`src/sv/abd_pkg.sv`:
```
`timescale 1ns / 1ps

package abd_pkg;

	// field widths
	localparam int LEVEL_W = 16;
	localparam int GAIN_W  = 10;
	localparam int WDATA_W = 16;
	localparam int CFG_IDX_W = 1;

	// default history length
	localparam int HISTORY_DEPTH = 8;

	// fixed point: 32768 is one level, 256 is one gain
	localparam int ONE_LEVEL = 32768;
	localparam int GAIN_ONE  = 256;

	// register reset values
	localparam logic [LEVEL_W-1:0] MIN_LEVEL_RST = 16'd9830;
	localparam logic [GAIN_W-1:0]  GAIN_RST      = 10'd384;

	// register indexes
	localparam logic [CFG_IDX_W-1:0] REG_MIN_LEVEL = 1'b0;
	localparam logic [CFG_IDX_W-1:0] REG_GAIN      = 1'b1;

	// quotient bits produced by the divider
	localparam int DIV_STEPS = 15;
	localparam int CNT_W     = $clog2(DIV_STEPS);

	// controller to datapath commands
	typedef struct packed {
		logic accept;
		logic update;
		logic mul;
		logic cmp;
		logic div_step;
		logic load_out;
	} abd_cmd_t;

	// datapath to controller status
	typedef struct packed {
		logic beat;
	} abd_stat_t;

endpackage

```
`src/sv/abd_ram.sv`:
```
`timescale 1ns / 1ps

module abd_ram #(
	parameter int WIDTH = 16,
	parameter int DEPTH = 8
) (
	input  logic                     clk,
	input  logic                     we,
	input  logic                     re,
	input  logic [$clog2(DEPTH)-1:0] addr,
	input  logic [WIDTH-1:0]         wdata,
	output logic [WIDTH-1:0]         rdata
);

	logic [WIDTH-1:0] mem_q [DEPTH];

	// single port, registered read
	always_ff @(posedge clk) begin
		if (we) begin
			mem_q[addr] <= wdata;
		end
		if (re) begin
			rdata <= mem_q[addr];
		end
	end

endmodule

```
`src/sv/abd_ctrl.sv`:
```
`timescale 1ns / 1ps

module abd_ctrl (
	input  logic                clk,
	input  logic                arst_n,
	input  logic                in_valid,
	output logic                in_stall,
	output logic                out_valid,
	input  logic                out_stall,
	input  abd_pkg::abd_stat_t  stat,
	output abd_pkg::abd_cmd_t   cmd
);

	typedef enum logic [2:0] {
		ST_IDLE,
		ST_UPDATE,
		ST_MUL,
		ST_CMP,
		ST_DIV,
		ST_DONE
	} state_t;

	state_t                       state_q;
	logic [abd_pkg::CNT_W-1:0]    cnt_q;
	logic                         out_valid_q;
	logic                         out_free;

	assign out_free  = !out_valid_q || !out_stall;
	assign in_stall  = (state_q != ST_IDLE);
	assign out_valid = out_valid_q;

	// command decode
	always_comb begin
		cmd.accept   = (state_q == ST_IDLE) && in_valid;
		cmd.update   = (state_q == ST_UPDATE);
		cmd.mul      = (state_q == ST_MUL);
		cmd.cmp      = (state_q == ST_CMP);
		cmd.div_step = (state_q == ST_DIV);
		cmd.load_out = (state_q == ST_DONE) && out_free;
	end

	// sequencer and output valid
	always_ff @(posedge clk or negedge arst_n) begin
		if (!arst_n) begin
			state_q     <= ST_IDLE;
			cnt_q       <= '0;
			out_valid_q <= 1'b0;
		end else begin
			if (cmd.load_out) begin
				out_valid_q <= 1'b1;
			end else if (out_valid_q && !out_stall) begin
				out_valid_q <= 1'b0;
			end
			unique case (state_q)
				ST_IDLE: begin
					if (in_valid) begin
						state_q <= ST_UPDATE;
					end
				end
				ST_UPDATE: begin
					state_q <= ST_MUL;
				end
				ST_MUL: begin
					state_q <= ST_CMP;
				end
				ST_CMP: begin
					cnt_q   <= '0;
					state_q <= stat.beat ? ST_DIV : ST_DONE;
				end
				ST_DIV: begin
					cnt_q <= cnt_q + 1'b1;
					if (cnt_q == abd_pkg::CNT_W'(abd_pkg::DIV_STEPS - 1)) begin
						state_q <= ST_DONE;
					end
				end
				ST_DONE: begin
					if (out_free) begin
						state_q <= ST_IDLE;
					end
				end
				default: begin
					state_q <= ST_IDLE;
				end
			endcase
		end
	end

endmodule

```
`src/sv/abd_datapath.sv`:
```
`timescale 1ns / 1ps

module abd_datapath #(
	parameter int HISTORY_DEPTH = abd_pkg::HISTORY_DEPTH
) (
	input  logic                              clk,
	input  logic                              arst_n,
	input  logic                              wr_en,
	input  logic [abd_pkg::CFG_IDX_W-1:0]     wr_index,
	input  logic [abd_pkg::WDATA_W-1:0]       wr_data,
	input  logic [abd_pkg::LEVEL_W-1:0]       volume,
	output logic                              beat,
	output logic [abd_pkg::LEVEL_W-1:0]       intensity,
	input  abd_pkg::abd_cmd_t                 cmd,
	output abd_pkg::abd_stat_t                stat
);

	localparam int LW  = abd_pkg::LEVEL_W;
	localparam int GW  = abd_pkg::GAIN_W;
	localparam int SW  = $clog2(HISTORY_DEPTH);
	localparam int TW  = $clog2(abd_pkg::ONE_LEVEL * HISTORY_DEPTH + 1);
	localparam int K   = abd_pkg::GAIN_ONE * HISTORY_DEPTH;
	localparam int KW  = $clog2(K + 1);
	localparam int DW  = 15 + KW;
	localparam int PW  = (TW + GW > DW) ? (TW + GW) : DW;
	localparam logic [KW-1:0]      K_C     = KW'(K);
	localparam logic [PW-1:0]      ONE_K   = PW'(abd_pkg::ONE_LEVEL * K);
	localparam logic [LW-1:0]      ONE_LVL = LW'(abd_pkg::ONE_LEVEL);
	localparam logic [SW-1:0]      LAST    = SW'(HISTORY_DEPTH - 1);

	logic [LW-1:0]           min_level_q;
	logic [GW-1:0]           gain_q;
	logic [LW-1:0]           lvl_q;
	logic [SW-1:0]           slot_q;
	logic [HISTORY_DEPTH-1:0] hist_vld_q;
	logic [TW-1:0]           total_q;
	logic [PW-1:0]           t_q;
	logic [PW-1:0]           scaled_q;
	logic [DW-1:0]           rem_q;
	logic [DW-1:0]           den_q;
	logic [LW-1:0]           quo_q;
	logic                    beat_q;
	logic [LW-1:0]           rd_data;
	logic [LW-1:0]           old_lvl;
	logic [LW-1:0]           sat_lvl;
	logic [TW+GW-1:0]        t_prod;
	logic [LW+KW-1:0]        scaled_prod;
	logic                    beat_now;
	logic                    lvl_top;
	logic [PW-1:0]           num_full;
	logic [PW-1:0]           den_full;
	logic [DW:0]             rem_shift;
	logic [DW:0]             rem_diff;
	logic                    rem_ge;

	// history store
	abd_ram #(
		.WIDTH (LW),
		.DEPTH (HISTORY_DEPTH)
	) u_ram (
		.clk   (clk),
		.we    (cmd.update),
		.re    (cmd.accept),
		.addr  (slot_q),
		.wdata (lvl_q),
		.rdata (rd_data)
	);

	// saturate the incoming level, entries never written read as zero
	assign sat_lvl = (volume > ONE_LVL) ? ONE_LVL : volume;
	assign old_lvl = hist_vld_q[slot_q] ? rd_data : '0;

	// threshold and scaled level products
	assign t_prod      = total_q * gain_q;
	assign scaled_prod = lvl_q * K_C;

	// beat test and divider operands
	assign beat_now = (scaled_q > t_q) && (lvl_q > min_level_q);
	assign num_full = scaled_q - t_q;
	assign den_full = ONE_K - t_q;
	assign stat.beat = beat_now;

	// a full-scale level makes numerator equal divisor: top quotient bit, no remainder
	assign lvl_top = (lvl_q == ONE_LVL);

	// one restoring division step
	assign rem_shift = {rem_q, 1'b0};
	assign rem_diff  = rem_shift - {1'b0, den_q};
	assign rem_ge    = (rem_shift >= {1'b0, den_q});

	// configuration and history control state
	always_ff @(posedge clk or negedge arst_n) begin
		if (!arst_n) begin
			min_level_q <= abd_pkg::MIN_LEVEL_RST;
			gain_q      <= abd_pkg::GAIN_RST;
			slot_q      <= '0;
			hist_vld_q  <= '0;
			total_q     <= '0;
		end else begin
			if (wr_en) begin
				unique case (wr_index)
					abd_pkg::REG_MIN_LEVEL: min_level_q <= wr_data;
					abd_pkg::REG_GAIN:      gain_q      <= wr_data[GW-1:0];
					default:                min_level_q <= min_level_q;
				endcase
			end
			if (cmd.update) begin
				total_q            <= total_q - TW'(old_lvl) + TW'(lvl_q);
				hist_vld_q[slot_q] <= 1'b1;
				slot_q             <= (slot_q == LAST) ? '0 : slot_q + 1'b1;
			end
		end
	end

	// arithmetic payload registers
	always_ff @(posedge clk) begin
		if (cmd.accept) begin
			lvl_q <= sat_lvl;
		end
		if (cmd.mul) begin
			t_q      <= PW'(t_prod);
			scaled_q <= PW'(scaled_prod);
		end
		if (cmd.cmp) begin
			beat_q <= beat_now;
			rem_q  <= lvl_top ? '0 : num_full[DW-1:0];
			den_q  <= den_full[DW-1:0];
			quo_q  <= {{(LW-1){1'b0}}, lvl_top};
		end
		if (cmd.div_step) begin
			rem_q <= rem_ge ? rem_diff[DW-1:0] : rem_shift[DW-1:0];
			quo_q <= {quo_q[LW-2:0], rem_ge};
		end
		if (cmd.load_out) begin
			beat      <= beat_q;
			intensity <= beat_q ? quo_q : '0;
		end
	end

endmodule

```
`src/sv/adaptive_beat_detector.sv`:
```
`timescale 1ns / 1ps

// Adaptive beat detector: one volume level in, one beat/intensity result out.
// Input channel (in_valid, in_stall, volume): a transfer happens on a clock
// edge with in_valid high and in_stall low. in_stall stays high while an item
// is being worked on, so one item is processed at a time.
// Output channel (out_valid, out_stall, beat, intensity): the result sits in an
// output register until the receiver takes it; the next item is accepted
// while that result still waits.
// Processing: history update, threshold multiply and compare, then, only when
// there is a beat, 15 steps of the bit-serial intensity divider, before
// out_valid rises. A new item is not taken until the current one is finished
// and handed to the output register.
// Configuration: wr_en/wr_index/wr_data write min_level (index 0) or
// threshold_gain (index 1); write only while the block is idle.
// Reset clears the level history, the running sum and the write slot, and
// loads min_level 9830 and threshold_gain 384. If out_stall holds a result,
// the next finished result waits in the datapath until the output is free.
module adaptive_beat_detector #(
	parameter int HISTORY_DEPTH = abd_pkg::HISTORY_DEPTH
) (
	input  logic                          clk,
	input  logic                          arst_n,
	input  logic                          wr_en,
	input  logic [abd_pkg::CFG_IDX_W-1:0] wr_index,
	input  logic [abd_pkg::WDATA_W-1:0]   wr_data,
	input  logic                          in_valid,
	output logic                          in_stall,
	input  logic [abd_pkg::LEVEL_W-1:0]   volume,
	output logic                          out_valid,
	input  logic                          out_stall,
	output logic                          beat,
	output logic [abd_pkg::LEVEL_W-1:0]   intensity
);

	abd_pkg::abd_cmd_t  cmd;
	abd_pkg::abd_stat_t stat;

	// sequencer
	abd_ctrl u_ctrl (
		.clk       (clk),
		.arst_n    (arst_n),
		.in_valid  (in_valid),
		.in_stall  (in_stall),
		.out_valid (out_valid),
		.out_stall (out_stall),
		.stat      (stat),
		.cmd       (cmd)
	);

	// history, threshold and divider
	abd_datapath #(
		.HISTORY_DEPTH (HISTORY_DEPTH)
	) u_dp (
		.clk       (clk),
		.arst_n    (arst_n),
		.wr_en     (wr_en),
		.wr_index  (wr_index),
		.wr_data   (wr_data),
		.volume    (volume),
		.beat      (beat),
		.intensity (intensity),
		.cmd       (cmd),
		.stat      (stat)
	);

endmodule

```
`config.mk`:
```
export PLATFORM = sky130hd
export DESIGN_NAME = adaptive_beat_detector
export DESIGN_NICKNAME = d
export VERILOG_FILES = /design/src/sv/abd_pkg.sv /design/src/sv/abd_ram.sv /design/src/sv/abd_ctrl.sv /design/src/sv/abd_datapath.sv /design/src/sv/adaptive_beat_detector.sv
export SDC_FILE = /design/constraint.sdc
export NUM_CORES = 1
export LEC_CHECK = 0
export ABC_CLOCK_PERIOD_IN_PS = 7000
export BUFFER_PORTS_ARGS = -buffer_cell sky130_fd_sc_hd__buf_2
export CORE_ASPECT_RATIO = 2
export CORE_MARGIN = 2
export CORE_UTILIZATION = 35
export CTS_CLUSTER_DIAMETER = 50
export DETAILED_ROUTE_END_ITERATION = 12
export PLACE_DENSITY_LB_ADDON = 0.08
export SLEW_MARGIN = 40
export SYNTH_ARGS = -nofsm -noshare
export SYNTH_HDL_FRONTEND = slang
export SYNTH_SLANG_ARGS = --single-unit
```
`constraint.sdc`:
```
create_clock -name clk -period 7 [get_ports clk]
set_clock_uncertainty 0.15 [all_clocks]
set_input_delay 0.35 -clock clk [delete_from_list [all_inputs] [get_ports clk]]
set_output_delay 0.35 -clock clk [all_outputs]
set_load 0.03 [all_outputs]
```
==> reports/metrics.csv <==
metric,value,unit
setup_viol,0,
worst_pin_slew,0.766,ns
postCtsSetupRepairBufs,0,
worstPathRequired,7.16,ns
hold_path_class,in -> reg,
top_layer,met4,
critPathKind,reg -> reg,
synth_cell_types,68,
wl_met2,40300,µm
cts_sinks,357,
die_area,68900,µm²
synth_edf_count,293,
cts_buffers,40,
ctsLongestPathBuffers,3,
first_global_vias,17391,
synth_ff_type,edfxtp_1,
wl_per_cell,21.2,µm
gr-total-overflow,0,
globalplace.congestion,0.880,
rsz0062_at_grt,false,
finalSetupTns,0,ns
area_delta_synth_final,14.4,%
nets,2578,
track_usage,0.199,
drt_iter0_drc,536,
antenna_found_initial,0,
cts_tree,yes,
cp_data_arrival_time,6.77,ns
syn_nets,2462,
synthArstFlopShare,0.179,
status,completed,
core-area,65900,µm²
portBuffers,56,
clock.fmax,151,MHz
io_pins,57,
diodes,0,
hold_violations,0,
mostFrequentLayoutCells,"inv_1, edfxtp_1, nand2_1",
dpl.hpwl,52000,µm
syn_area,23300,µm²
synthCells,2126,
met3_length,1510,µm
slew_headroom,0.489,
rows,133,
final_common_cell,inv_1,
cts-htree-levels,2,
die_x,187,µm
cp-end-kind,register,
finalCritPeriodShare,0.945,
ant_nets,0,
cp-startpoint,u_dp.gain_q[6],
start_kind,register,
drc,0,
ys_ff_latch,357,
grt_max_degree,65,
ys_seq_area_frac,0.446,
grt_pass1_wl,103000,µm
syn_area_per_cell,11.0,µm²
num_vias,15729,
r2r_setup_slack,0.38,ns
hold_start,volume[11],
drv_slew,0,
clock-root-buffer,clkbuf_16,
initial_utilization,0.354,
vias_per_cell,4.99,
crit_path_max_fanout,20,
timing.final.crit_period,6.62,ns
maxCapViolCount,0,
clk-insertion-delay-late,0.59,ns
yosys_warnings,0,
die_y,369,µm
drt-met1-wl,21300,µm
layout-drive-gt1-share,0.0982,
rr_startpoint,u_dp.gain_q[6],
wl,66900,µm
clk_pin_slew,0.06,ns
dr.pass1.iters,5,
==> cells by family (layout without fill, tap and decap cells) <==
logic type,Yosys count,after routing,share of synthesized area
buf+inv,381,527,0.0618
mux,29,29,0.0131
fa+ha+maj,298,298,0.208
simple gates,592,592,0.129
xor+xnor,93,93,0.0349
compound gates,376,376,0.106
flops,357,357,0.446
==> through the flow <==
step                      std cells   util  hold slack [ns]  area, µm²  worst slack [ns]
after floorplan                2126      -          -0.0956      23300              1.19
after global placement         3025  0.376            0.303      24800            0.0972
after detailed placement       3025  0.377            0.246      24800             0.402
after CTS                      3149  0.405           0.0350      26700             0.326
after global routing           3149  0.405           0.0409      26700             0.106
final                          3149  0.405           0.0653      26700             0.384
==> metal layers <==
metal | GRT usage | vias up
met5 | 0 | -
met4 | 0.107 | 0
met3 | 0.0205 | 128
met2 | 0.426 | 257
met1 | 0.175 | 7834
li1 | - | 7510
==> layout make-up <==
type	count	area, µm²
Clock buffer	43	1010
Clock inverter	29	338
Fill cell	6481	39200
Inverter	301	1130
Multi-Input combinational cell	1388	11600
Sequential cell	357	10400
Tap cell	877	1100
Timing Repair Buffer	154	1150
==> flip-flops by register name, indices dropped and copies added (netlist names) <==
register and flops:
u_dp.rem_q 27, u_dp.den_q 27, u_dp.lvl_q 16, u_dp.intensity 16, u_ctrl.state_q 3, u_ctrl.cnt_q 4, u_dp.quo_q 16, u_dp.hist_vld_q 8
u_dp.u_ram.rdata 16, u_dp.beat_q 1, u_dp.t_q 29, u_dp.scaled_q 16, u_ctrl.out_valid 1, u_dp.u_ram.mem_q 128, u_dp.gain_q 10, u_dp.total_q 19
u_dp.beat 1, u_dp.min_level_q 16, u_dp.slot_q 3
==> what timing repair did <==
action | in CTS | in global routing
resized for setup | 0 | 0
hold buffers | 52 | 0
hold endpoints to repair | 106 | 0
==> cell usage after synthesis, types with 3 or more instances <==
library cell    n  area share
a21oi_1        63       0.014
nand3_1        26      0.0056
o211ai_1        7      0.0023
a22oi_1        67       0.022
edfxtp_1      293        0.38
or2_2          10      0.0027
o21ai_0        83       0.018
nor2b_1        42       0.011
nand4_1        30      0.0080
nor2_1         78       0.013
inv_1         301       0.048
o21ai_1         5      0.0011
or3_1           8      0.0021
o22ai_1        16      0.0043
nand2b_1       19      0.0051
xnor2_1        60       0.023
a211oi_1       12      0.0039
dfrtp_1        55       0.059
fa_1          151        0.13
a221oi_1        3      0.0011
o31ai_1         6      0.0019
mux2i_1        17      0.0073
a31oi_1        17      0.0046
nand2_1       192       0.031
clkbuf_1       76       0.012
mux2_2         12      0.0058
nor4_1         12      0.0032
o21a_1         14      0.0045
and3_1          8      0.0021
ha_1          147       0.079
a21o_1         37       0.012
o32ai_1         3      0.0011
xor2_1         33       0.012
dfstp_2         9       0.010
o21bai_1       10      0.0032
o31a_1          5      0.0019
and4_1          4      0.0015
and2_1        126       0.034
a211o_1         3      0.0011
nor3b_1         7      0.0023
nor3_1         21      0.0045
==> critical path, stage by stage, from the launching register on <==
cell and delay, ns:
dfrtp_1 0.81, nand2_1 0.17, fa_1 0.57, inv_1 0.05, fa_1 0.46, fa_1 0.52
fa_1 0.55, inv_1 0.06, fa_1 0.52, inv_1 0.04, ha_1 0.36, a211o_1 0.31
o41ai_2 0.65, o22ai_1 0.31, o211ai_1 0.32, nor2_1 0.11, a211oi_1 0.26, xnor2_1 0.09
==> path summary, 6_finish.rpt <==
check / end / cells past startpoint
min in group asynchronous: u_dp.min_level_q[12] / 2
min: u_dp.lvl_q[11] / 2
min reg2reg: u_dp.hist_vld_q[1] / 1
max in group asynchronous: u_dp.total_q[17] / 2
max reg2reg: u_dp.t_q[26] / 17
max: u_dp.t_q[26] / 17
Power is left out: the tool's default activity adds up to more than one toggle a clock period on the data nets, which glitch-free logic cannot reach.
